`src/rtl/bdm_pkg.sv`:
```
// shared widths, codes and controller/datapath interface types of the monitor
// no dependencies
package bdm_pkg;

  localparam int VOLT_W     = 18;
  localparam int CURR_W     = 16;
  localparam int TIME_W     = 16;
  localparam int CNT_W      = 32;
  localparam int CONF_W     = 8;
  localparam int IDLE_W     = 16;
  localparam int THR_C_W    = CURR_W + 1;
  localparam int CFG_IDX_W  = 3;
  localparam int CFG_DATA_W = 18;

  // accumulator width, 40 to 64; output fields stay 64 bits
  localparam int ACC_WIDTH  = 64;
  localparam int OUT_ACC_W  = 64;

  localparam int ISUM_W  = CURR_W + 1;
  localparam int VSUM_W  = VOLT_W + 1;
  localparam int QTERM_W = ISUM_W + TIME_W;
  localparam int IV_W    = ISUM_W + VSUM_W;
  localparam int ETERM_W = IV_W + TIME_W;
  localparam int SUM_W   = ((ACC_WIDTH > ETERM_W) ? ACC_WIDTH : ETERM_W) + 1;

  localparam int IN_BITS     = VOLT_W + CURR_W + TIME_W;
  localparam int IN_TDATA_W  = ((IN_BITS + 7) / 8) * 8;
  localparam int OUT_BITS    = CNT_W + 2 + 1 + 1 + 2 * OUT_ACC_W;
  localparam int OUT_TDATA_W = ((OUT_BITS + 7) / 8) * 8;
  localparam int OUT_PAD_W   = OUT_TDATA_W - OUT_BITS;

  localparam logic [VOLT_W-1:0]  LOW_VOLT_RST  = 18'd100;
  localparam logic [VOLT_W-1:0]  HALF_VOLT_RST = 18'd0;
  localparam logic [THR_C_W-1:0] LOW_CURR_RST  = 17'h1FFFF;
  localparam logic [THR_C_W-1:0] HIGH_CURR_RST = 17'h1FFFF;
  localparam logic [CONF_W-1:0]  CONFIRM_RST   = 8'd3;
  localparam logic [IDLE_W-1:0]  IDLE_RST      = 16'd3;

  typedef enum logic [1:0] {
    STOP_RUNNING   = 2'd0,
    STOP_LOW_VOLT  = 2'd1,
    STOP_LOW_CURR  = 2'd2,
    STOP_HIGH_CURR = 2'd3
  } stop_t;

  typedef enum logic [CFG_IDX_W-1:0] {
    CFG_LOW_VOLT  = 3'd0,
    CFG_HALF_VOLT = 3'd1,
    CFG_LOW_CURR  = 3'd2,
    CFG_HIGH_CURR = 3'd3,
    CFG_CONFIRM   = 3'd4,
    CFG_IDLE      = 3'd5
  } cfg_idx_t;

  typedef struct packed {
    logic [VOLT_W-1:0]  low_volt;
    logic [VOLT_W-1:0]  half_volt;
    logic [THR_C_W-1:0] low_curr;
    logic [THR_C_W-1:0] high_curr;
    logic [CONF_W-1:0]  confirm;
    logic [IDLE_W-1:0]  idle;
    logic               confirm_reload;
  } cfg_t;

  typedef struct packed {
    logic load;
    logic step;
    logic mul;
    logic acc;
    logic out_load;
  } cmd_t;

  typedef struct packed {
    logic integrate;
  } status_t;

endpackage

```
`src/rtl/battery_discharge_monitor_top.sv`:
```
// each input beat runs step, then mul and acc when the sample is integrated, then done
// one item at a time; the shared multiply chain (sums, i*v, *dt)
// and the two saturating adds run one after the other in the datapath
// the next input beat is taken while a result beat still waits in the output register
// reset: synchronous, active high; config registers and run state go to their
// power-up values, no clearing pass
module battery_discharge_monitor_top (
  input  logic                            clk,
  input  logic                            rst,
  // input stream
  input  logic                            s_axis_tvalid,
  output logic                            s_axis_tready,
  // voltage_mv[17:0], current_ma[33:18], elapsed_ms[49:34], zero pad [55:50]
  input  logic [bdm_pkg::IN_TDATA_W-1:0]  s_axis_tdata,
  // result stream
  output logic                            m_axis_tvalid,
  input  logic                            m_axis_tready,
  // sample_number[31:0], stop_reason[33:32], load_enable[34], half_load_cmd[35],
  // charge_total[99:36], energy_total[163:100], zero pad [167:164]
  output logic [bdm_pkg::OUT_TDATA_W-1:0] m_axis_tdata,
  // config write port, no read-back
  input  logic                            cfg_we,
  input  logic [bdm_pkg::CFG_IDX_W-1:0]   cfg_index,
  input  logic [bdm_pkg::CFG_DATA_W-1:0]  cfg_data
);

  bdm_pkg::cfg_t    cfg;
  bdm_pkg::cmd_t    cmd;
  bdm_pkg::status_t status;

  // threshold, confirm and idle registers; confirm write restarts both counters
  bdm_cfg u_cfg (
    .clk       (clk),
    .rst       (rst),
    .cfg_we    (cfg_we),
    .cfg_index (cfg_index),
    .cfg_data  (cfg_data),
    .cfg       (cfg)
  );

  // sequencer: idle -> step -> (mul -> acc when integrating) -> done
  // done parks until the output register is free
  bdm_ctrl u_ctrl (
    .clk       (clk),
    .rst       (rst),
    .in_valid  (s_axis_tvalid),
    .in_ready  (s_axis_tready),
    .out_valid (m_axis_tvalid),
    .out_ready (m_axis_tready),
    .status    (status),
    .cmd       (cmd)
  );

  // step stage decides stops, half-load and load enable, and forms the sums;
  // mul and acc stages finish the energy product and update the accumulators
  bdm_dp u_dp (
    .clk      (clk),
    .rst      (rst),
    .cfg      (cfg),
    .cmd      (cmd),
    .in_data  (s_axis_tdata),
    .status   (status),
    .out_data (m_axis_tdata)
  );

endmodule

```
`src/rtl/bdm_cfg.sv`:
```
// configuration register file of the monitor
// depends on bdm_pkg
module bdm_cfg (
  input  logic                           clk,
  input  logic                           rst,
  input  logic                           cfg_we,
  input  logic [bdm_pkg::CFG_IDX_W-1:0]  cfg_index,
  input  logic [bdm_pkg::CFG_DATA_W-1:0] cfg_data,
  output bdm_pkg::cfg_t                  cfg
);

  always_ff @(posedge clk) begin
    if (rst) begin
      cfg.low_volt       <= bdm_pkg::LOW_VOLT_RST;
      cfg.half_volt      <= bdm_pkg::HALF_VOLT_RST;
      cfg.low_curr       <= bdm_pkg::LOW_CURR_RST;
      cfg.high_curr      <= bdm_pkg::HIGH_CURR_RST;
      cfg.confirm        <= bdm_pkg::CONFIRM_RST;
      cfg.idle           <= bdm_pkg::IDLE_RST;
      cfg.confirm_reload <= 1'b0;
    end else begin
      cfg.confirm_reload <= 1'b0;
      if (cfg_we) begin
        unique case (bdm_pkg::cfg_idx_t'(cfg_index))
          bdm_pkg::CFG_LOW_VOLT:  cfg.low_volt  <= cfg_data[bdm_pkg::VOLT_W-1:0];
          bdm_pkg::CFG_HALF_VOLT: cfg.half_volt <= cfg_data[bdm_pkg::VOLT_W-1:0];
          bdm_pkg::CFG_LOW_CURR:  cfg.low_curr  <= cfg_data[bdm_pkg::THR_C_W-1:0];
          bdm_pkg::CFG_HIGH_CURR: cfg.high_curr <= cfg_data[bdm_pkg::THR_C_W-1:0];
          bdm_pkg::CFG_CONFIRM: begin
            cfg.confirm        <= cfg_data[bdm_pkg::CONF_W-1:0];
            // both confirm counters restart from the new count
            cfg.confirm_reload <= 1'b1;
          end
          bdm_pkg::CFG_IDLE:      cfg.idle      <= cfg_data[bdm_pkg::IDLE_W-1:0];
          default: ;
        endcase
      end
    end
  end

endmodule

```
`src/rtl/bdm_ctrl.sv`:
```
// sequencing state machine of the monitor: handshakes and datapath commands
// depends on bdm_pkg
module bdm_ctrl (
  input  logic             clk,
  input  logic             rst,
  input  logic             in_valid,
  output logic             in_ready,
  output logic             out_valid,
  input  logic             out_ready,
  input  bdm_pkg::status_t status,
  output bdm_pkg::cmd_t    cmd
);

  typedef enum logic [2:0] {
    ST_IDLE,
    ST_STEP,
    ST_MUL,
    ST_ACC,
    ST_DONE
  } state_t;

  state_t state;

  always_comb begin
    cmd      = '0;
    in_ready = (state == ST_IDLE);
    unique case (state)
      ST_IDLE: cmd.load     = in_valid;
      ST_STEP: cmd.step     = 1'b1;
      ST_MUL:  cmd.mul      = 1'b1;
      ST_ACC:  cmd.acc      = 1'b1;
      ST_DONE: cmd.out_load = !out_valid || out_ready;
      default: ;
    endcase
  end

  always_ff @(posedge clk) begin
    if (rst) begin
      state     <= ST_IDLE;
      out_valid <= 1'b0;
    end else begin
      unique case (state)
        ST_IDLE: if (in_valid) state <= ST_STEP;
        ST_STEP: state <= status.integrate ? ST_MUL : ST_DONE;
        ST_MUL:  state <= ST_ACC;
        ST_ACC:  state <= ST_DONE;
        ST_DONE: if (cmd.out_load) state <= ST_IDLE;
        default: state <= ST_IDLE;
      endcase
      if (cmd.out_load) begin
        out_valid <= 1'b1;
      end else if (out_ready) begin
        out_valid <= 1'b0;
      end
    end
  end

endmodule

```
`src/rtl/bdm_dp.sv`:
```
// datapath of the monitor: thresholds, confirm counters, products, accumulators
// depends on bdm_pkg
module bdm_dp (
  input  logic                            clk,
  input  logic                            rst,
  input  bdm_pkg::cfg_t                   cfg,
  input  bdm_pkg::cmd_t                   cmd,
  input  logic [bdm_pkg::IN_TDATA_W-1:0]  in_data,
  output bdm_pkg::status_t                status,
  output logic [bdm_pkg::OUT_TDATA_W-1:0] out_data
);

  typedef struct packed {
    logic [bdm_pkg::CONF_W-1:0] left;
    logic                       stop;
  } conf_res_t;

  function automatic conf_res_t conf_step(input logic [bdm_pkg::CONF_W-1:0] left,
                                          input logic                       hit,
                                          input logic [bdm_pkg::CONF_W-1:0] limit);
    conf_res_t r;
    r.left = left;
    r.stop = 1'b0;
    if (hit) begin
      // a count of zero behaves like one
      if (left <= (bdm_pkg::CONF_W)'(1)) begin
        r.left = '0;
        r.stop = 1'b1;
      end else begin
        r.left = left - (bdm_pkg::CONF_W)'(1);
      end
    end else if (left < limit) begin
      r.left = left + (bdm_pkg::CONF_W)'(1);
    end
    return r;
  endfunction

  function automatic logic [bdm_pkg::ACC_WIDTH-1:0] sat_add(
      input logic [bdm_pkg::ACC_WIDTH-1:0] acc,
      input logic [bdm_pkg::ETERM_W-1:0]   term);
    logic [bdm_pkg::SUM_W-1:0] sum;
    sum = (bdm_pkg::SUM_W)'(acc) + (bdm_pkg::SUM_W)'(term);
    if (sum[bdm_pkg::SUM_W-1:bdm_pkg::ACC_WIDTH] != '0) begin
      return '1;
    end
    return sum[bdm_pkg::ACC_WIDTH-1:0];
  endfunction

  // latched item
  logic [bdm_pkg::VOLT_W-1:0] v_in;
  logic [bdm_pkg::CURR_W-1:0] i_in;
  logic [bdm_pkg::TIME_W-1:0] dt_in;

  // run state
  logic [bdm_pkg::CNT_W-1:0]     sample_counter;
  logic [bdm_pkg::CONF_W-1:0]    volt_left;
  logic [bdm_pkg::CONF_W-1:0]    curr_left;
  logic [bdm_pkg::VOLT_W-1:0]    prev_v;
  logic [bdm_pkg::CURR_W-1:0]    prev_i;
  logic [bdm_pkg::ACC_WIDTH-1:0] charge_acc;
  logic [bdm_pkg::ACC_WIDTH-1:0] energy_acc;
  logic                          half_armed;
  bdm_pkg::stop_t                stop_code;
  logic                          load_en;
  logic                          half_cmd;

  // products
  logic [bdm_pkg::QTERM_W-1:0] q_term;
  logic [bdm_pkg::IV_W-1:0]    iv;
  logic [bdm_pkg::ETERM_W-1:0] e_term;

  // step decisions
  logic                       running;
  logic [bdm_pkg::CNT_W-1:0]  cnt_next;
  logic [bdm_pkg::ISUM_W-1:0] isum;
  logic [bdm_pkg::VSUM_W-1:0] vsum;
  logic                       hit_high;
  logic                       half_hit;
  conf_res_t                  vres;
  conf_res_t                  cres;
  bdm_pkg::stop_t             stop_next;
  logic [bdm_pkg::CONF_W-1:0] volt_left_next;
  logic [bdm_pkg::CONF_W-1:0] curr_left_next;
  logic                       armed_next;
  logic                       half_next;
  logic                       load_next;

  always_comb begin
    running  = (stop_code == bdm_pkg::STOP_RUNNING);
    cnt_next = (&sample_counter) ? sample_counter
                                 : sample_counter + (bdm_pkg::CNT_W)'(1);
    isum     = (bdm_pkg::ISUM_W)'(i_in) + (bdm_pkg::ISUM_W)'(prev_i);
    vsum     = (bdm_pkg::VSUM_W)'(v_in) + (bdm_pkg::VSUM_W)'(prev_v);
    status.integrate = running &&
        ((cnt_next - (bdm_pkg::CNT_W)'(1)) > (bdm_pkg::CNT_W)'(cfg.idle));

    hit_high = !cfg.high_curr[bdm_pkg::THR_C_W-1] &&
               (i_in >= cfg.high_curr[bdm_pkg::CURR_W-1:0]);
    half_hit = (cfg.half_volt != '0) && half_armed && (v_in <= cfg.half_volt);
    vres     = conf_step(volt_left, v_in <= cfg.low_volt, cfg.confirm);
    cres     = conf_step(curr_left, i_in <= cfg.low_curr[bdm_pkg::CURR_W-1:0],
                         cfg.confirm);

    stop_next      = stop_code;
    volt_left_next = volt_left;
    curr_left_next = curr_left;
    armed_next     = half_armed;
    half_next      = 1'b0;
    load_next      = 1'b0;
    if (running) begin
      stop_next = hit_high ? bdm_pkg::STOP_HIGH_CURR : bdm_pkg::STOP_RUNNING;
      if (!hit_high) begin
        // half-load sample skips the low-voltage count
        if (half_hit) begin
          half_next  = 1'b1;
          armed_next = 1'b0;
        end else begin
          volt_left_next = vres.left;
          if (vres.stop) stop_next = bdm_pkg::STOP_LOW_VOLT;
        end
      end
      if ((stop_next == bdm_pkg::STOP_RUNNING) &&
          (cnt_next > (bdm_pkg::CNT_W)'(cfg.idle)) &&
          !cfg.low_curr[bdm_pkg::THR_C_W-1]) begin
        curr_left_next = cres.left;
        if (cres.stop) stop_next = bdm_pkg::STOP_LOW_CURR;
      end
      load_next = (stop_next == bdm_pkg::STOP_RUNNING) &&
                  (cnt_next >= (bdm_pkg::CNT_W)'(cfg.idle));
    end
  end

  always_ff @(posedge clk) begin
    if (rst) begin
      sample_counter <= '0;
      volt_left      <= bdm_pkg::CONFIRM_RST;
      curr_left      <= bdm_pkg::CONFIRM_RST;
      prev_v         <= '0;
      prev_i         <= '0;
      charge_acc     <= '0;
      energy_acc     <= '0;
      half_armed     <= 1'b1;
      stop_code      <= bdm_pkg::STOP_RUNNING;
      load_en        <= 1'b0;
      half_cmd       <= 1'b0;
    end else begin
      if (cfg.confirm_reload) begin
        volt_left <= cfg.confirm;
        curr_left <= cfg.confirm;
      end
      if (cmd.step) begin
        load_en  <= load_next;
        half_cmd <= half_next;
        if (running) begin
          sample_counter <= cnt_next;
          prev_v         <= v_in;
          prev_i         <= i_in;
          volt_left      <= volt_left_next;
          curr_left      <= curr_left_next;
          half_armed     <= armed_next;
          stop_code      <= stop_next;
        end
      end
      if (cmd.mul) begin
        charge_acc <= sat_add(charge_acc, (bdm_pkg::ETERM_W)'(q_term));
      end
      if (cmd.acc) begin
        energy_acc <= sat_add(energy_acc, e_term);
      end
    end
  end

  always_ff @(posedge clk) begin
    if (cmd.load) begin
      v_in  <= in_data[bdm_pkg::VOLT_W-1:0];
      i_in  <= in_data[bdm_pkg::VOLT_W +: bdm_pkg::CURR_W];
      dt_in <= in_data[bdm_pkg::VOLT_W + bdm_pkg::CURR_W +: bdm_pkg::TIME_W];
    end
    if (cmd.step) begin
      q_term <= (bdm_pkg::QTERM_W)'(isum) * (bdm_pkg::QTERM_W)'(dt_in);
      iv     <= (bdm_pkg::IV_W)'(isum) * (bdm_pkg::IV_W)'(vsum);
    end
    if (cmd.mul) begin
      e_term <= (bdm_pkg::ETERM_W)'(iv) * (bdm_pkg::ETERM_W)'(dt_in);
    end
    if (cmd.out_load) begin
      out_data <= {{(bdm_pkg::OUT_PAD_W){1'b0}},
                   (bdm_pkg::OUT_ACC_W)'(energy_acc),
                   (bdm_pkg::OUT_ACC_W)'(charge_acc),
                   half_cmd, load_en, stop_code, sample_counter};
    end
  end

endmodule

```
`config.mk`:
```
export PLATFORM = sky130hd
export DESIGN_NAME = battery_discharge_monitor_top
export DESIGN_NICKNAME = d
export VERILOG_FILES = /design/src/rtl/bdm_pkg.sv /design/src/rtl/battery_discharge_monitor_top.sv /design/src/rtl/bdm_cfg.sv /design/src/rtl/bdm_ctrl.sv /design/src/rtl/bdm_dp.sv
export SDC_FILE = /design/constraint.sdc
export NUM_CORES = 2
export LEC_CHECK = 0
export BUFFER_PORTS_ARGS = -buffer_cell sky130_fd_sc_hd__buf_2
export CAP_MARGIN = 10
export CORE_MARGIN = 4
export CORE_UTILIZATION = 60
export CTS_BUF_LIST = sky130_fd_sc_hd__clkbuf_8
export DETAILED_ROUTE_END_ITERATION = 10
export PLACE_DENSITY = 0.83
export SYNTH_ARGS = -nofsm -noshare
export SYNTH_HDL_FRONTEND = slang
export SYNTH_SLANG_ARGS = --single-unit
```
`constraint.sdc`:
```
create_clock -name clk -period 11.9 [get_ports clk]
set_input_delay 0.595 -clock clk [delete_from_list [all_inputs] [get_ports clk]]
set_output_delay 0.595 -clock clk [all_outputs]
set_load 0.01 [all_outputs]
```
==> results summary <==
The run finished with clean final reports. The transition time at the pin with the least slew margin came out at around 1.3 ns. The detail-routed net length per standard cell came out at around 19 um.

The layout cell share with drive strength beyond 1 is about 7.4%. In the routed layout, each cell is associated on average with a via count of 5.87. The via count of the first global-routing pass came out at approximately 57000.

The synthesized instance count is approximately 7500. The fraction of synthesis flops using an asynchronous set or reset pin is 0%. The final worst setup slack came out at around 1.4 ns. Measured along the y axis, the die boundary spans 348 um. The via total after detailed routing is about 54000.

The summed negative setup slack over all endpoints came out at 0 ns. The aggregate routed wire length came out at around 170 mm. The sort of element at the start of the critical path is a register. The stage delay of the slowest cell on the critical path is approximately 0.8 ns. The register area share after synthesis is a little under a quarter. The count of unique library cells instantiated by Yosys came out at between 100 and 150. The boundary pin count came out at about 250. The number of nets in the layout came out at between 9000 and 10000. The HPWL after detailed placement came out at 127 mm. The die outline width came out at ~350 um.

For this run, the leading register cell type out of synthesis is sky130_fd_sc_hd__edfxtp_1. The min-delay analysis places its worst path in the category primary input to register. The arrival time reported for the critical path endpoint is between 10 and 15 ns. Entering global routing, the biggest net connects 104 pins. Global routing finished with a remaining overflow of 0.

The number of DRC violations after detailed routing is 0. The number of buffers added by the clock tree synthesis step is 108. The total of fill cells in the finished design is 8823. The effective utilization at floorplan came out at between 60% and 70%.

The register-to-register setup slack came out at ~1.4 ns. The placeable core region is 115000 um2. The clock transition at the registers of the reported paths came out at around 0.07 ns. The final number of max-transition violations was 0. The Yosys step of the flow raised 0 warnings. The cell that appears most often on the critical path is sky130_fd_sc_hd__fa_1.

The share of the synthesized area in the top cell type came out at between 20% and 30%. Summed over all instances, the cell type with the most area after synthesis is sky130_fd_sc_hd__fa_1. Setup repair after global routing left no endpoint under its margin.

The worst path in the final design needs a cycle of roughly 10 ns, including I/O delays and setup. Ranked by total cell area, the synthesized netlist is headed by sky130_fd_sc_hd__fa_1 (27%), sky130_fd_sc_hd__edfxtp_1 (15%), sky130_fd_sc_hd__ha_1 (10%). The clock latency on the worst-skew pair came out at roughly 0.80 ns.

The H-tree was split into 3 levels. The quantity of gates resized following cts came out at 0. TritonCTS built the clock tree. At the end of routability-driven placement, the weighted congestion stood at about 0.91. The largest driver fanout on the critical path came out at 19.

The tightest slew margin relative to the limit came out at ~14%. Clock tree synthesis selected as its root buffer the cell sky130_fd_sc_hd__clkbuf_8. Across the run, the number of max-cap violations was 0. The total global routing track utilization came out at 28.8%. The clock arrives with around 0.044 ns of skew. The detail route stage leaves a number of antenna-violating nets equal to 0. Hold is met by roughly 0.098 ns. The final cycle utilization of the critical path came out at ~90%.

The worst setup path is captured at a register. The area growth from synthesis to layout is 7.87%. The global-route wire length before repair is ~290 mm.

The row count came out at 124. The share of the core filled with cells is 65.2%. The buffer depth of the longest clock path is 3. The mean instance size in the synthesized netlist came out at a little over 9 um2. The count of endpoints failing hold in the final timing report was 0. The synthesized design contains approximately 340 enable-type register cells. The count of buffers added on input and output ports is 241. The clock sink count came out at approximately 650. The initial antenna violation count was 2. The length of the first detailed-routing pass in iterations came out at 8. For this design, the slowest cell found on the critical path is sky130_fd_sc_hd__xnor2_2. The netlist area before placement came out at around 69000 um2. By startpoint and endpoint, the worst setup path is classified as register to register. The worst slack at placement came out at approximately 1.7 ns.

The post-synthesis register bit count is 649. The number of setup violations in the final report came out at 0. In this run, the number of DRC markers left after iteration 0 of detailed routing was about 4400. The peak clock frequency supported by timing came out at 95.3 MHz. The full die area came out at between 100000 and 150000 um2. The required time at the endpoint of the critical path is 12.41 ns.
[cell type report]
cell class | instances | area [um2] | share of cell area, %
Tap cell | 1512 | 1890 | 2.53
Multi-Input combinational cell | 5344 | 47500 | 63.6
Inverter | 1131 | 4250 | 5.69
Sequential cell | 649 | 16300 | 21.9
Timing Repair Buffer | 362 | 2250 | 3.01
Clock inverter | 85 | 816 | 1.09
Antenna cell | 1 | 2.50 | 0.00335
Clock buffer | 120 | 1650 | 2.21
[per-layer routing]
layer	wire length, um	vias to the layer above	track usage, %
li1	-	24493	-
met1	66700	26489	36.7
met2	81700	2464	48.1
met3	15100	605	5.45
met4	7900	0	12.8
met5	0	-	0
[layout by cell type (no fill, tap or decap), types with 70 or more instances in the layout]
cell,n
sky130_fd_sc_hd__dfxtp_1,314
sky130_fd_sc_hd__a21oi_1,380
sky130_fd_sc_hd__o21ai_0,245
sky130_fd_sc_hd__a21o_1,148
sky130_fd_sc_hd__clkbuf_8,120
sky130_fd_sc_hd__fa_1,940
sky130_fd_sc_hd__nand2_1,1150
sky130_fd_sc_hd__nand3_1,88
sky130_fd_sc_hd__edfxtp_1,335
sky130_fd_sc_hd__a31oi_1,87
sky130_fd_sc_hd__ha_1,580
sky130_fd_sc_hd__buf_4,71
sky130_fd_sc_hd__xor2_1,115
sky130_fd_sc_hd__nor2_1,294
sky130_fd_sc_hd__nor3_1,70
sky130_fd_sc_hd__buf_2,240
sky130_fd_sc_hd__xnor2_1,162
sky130_fd_sc_hd__and2_1,363
sky130_fd_sc_hd__inv_1,1164
[final timing paths]
kind                            start                end  depth (start not counted)
setup reg to reg         u_dp.i_in[0]    u_dp.q_term[30]                         35
setup / recovery         u_dp.i_in[0]    u_dp.q_term[30]                         35
hold / removal           cfg_data[17]      u_cfg.cfg[76]                          3
hold reg to reg   u_dp.charge_acc[23]  u_dp.out_data[59]                          0
[synth_stat cells (38+ instances only)]
cell and n:
sky130_fd_sc_hd__nand3_1 88, sky130_fd_sc_hd__a31oi_1 87, sky130_fd_sc_hd__fa_1 940, sky130_fd_sc_hd__a21oi_1 380, sky130_fd_sc_hd__ha_1 580, sky130_fd_sc_hd__and2_1 365, sky130_fd_sc_hd__o211ai_1 49, sky130_fd_sc_hd__nor3_1 72
sky130_fd_sc_hd__o21ai_0 246, sky130_fd_sc_hd__nor2b_1 52, sky130_fd_sc_hd__a21o_1 148, sky130_fd_sc_hd__and3_1 46, sky130_fd_sc_hd__dfxtp_1 314, sky130_fd_sc_hd__inv_1 1131, sky130_fd_sc_hd__nand2_1 1150, sky130_fd_sc_hd__o21a_1 38
sky130_fd_sc_hd__xor2_1 117, sky130_fd_sc_hd__nand2b_1 63, sky130_fd_sc_hd__nand4_1 62, sky130_fd_sc_hd__a211oi_1 47, sky130_fd_sc_hd__clkbuf_1 306, sky130_fd_sc_hd__edfxtp_1 335, sky130_fd_sc_hd__xnor2_1 174, sky130_fd_sc_hd__nor2_1 297
[state kept, by name, indices dropped and copies added (netlist names)]
signal               flops
u_ctrl.out_valid         1
u_dp.volt_left           8
u_dp.prev_v             18
u_dp.half_armed          1
u_cfg.cfg               95
u_dp.sample_counter     32
u_ctrl.state             3
u_dp.energy_acc         64
u_dp.half_cmd            1
u_dp.prev_i             16
u_dp.iv                 36
u_dp.charge_acc         64
u_dp.q_term             33
u_dp.v_in               18
u_dp.load_en             1
u_dp.curr_left           8
u_dp.dt_in              16
u_dp.e_term             52
u_dp.out_data          164
u_dp.i_in               16
u_dp.stop_code           2
[what timing repair did]
| action | 4_1_cts | 5_1_grt |
|---|---|---|
| hold endpoints to repair | 50 | 0 |
| hold buffers | 50 | 0 |
| buffers inserted | 0 | 0 |
[worst max-delay path: cells and delay by family (launching register included)]
family	cells	cell delay (ns)
fa+ha+maj	9	4.02
compound gates	14	3.46
xor+xnor	2	0.92
simple gates	5	0.79
buf+inv	5	0.65
flops	1	0.37
[kinds of logic (layout without fill, tap and decap cells)]
logic type | count (synthesis) | in the layout | share of synthesized area, %
DFF | 649 | 649 | 23.6
xor gates and xnor gates | 292 | 292 | 3.71
other | 1 | 5 | 0.00542
buffers and inverters | 1471 | 1698 | 8.07
and+or+nand+nor | 2318 | 2318 | 15.7
muxes | 14 | 14 | 0.208
AOI/OAI and AO/OA | 1196 | 1196 | 11.0
adders and majority gates | 1520 | 1520 | 37.7
[stage by stage]
step                area (um2)  instances
floorplan                69200       7464
global placement         71700       8948
detailed placement       71700       8948
CTS                      74700       9203
global route             74700       9204
finish                   74700       9204
Power is not shown: default switching activity piles up to over one toggle a cycle in this logic, so the estimate is an artifact.
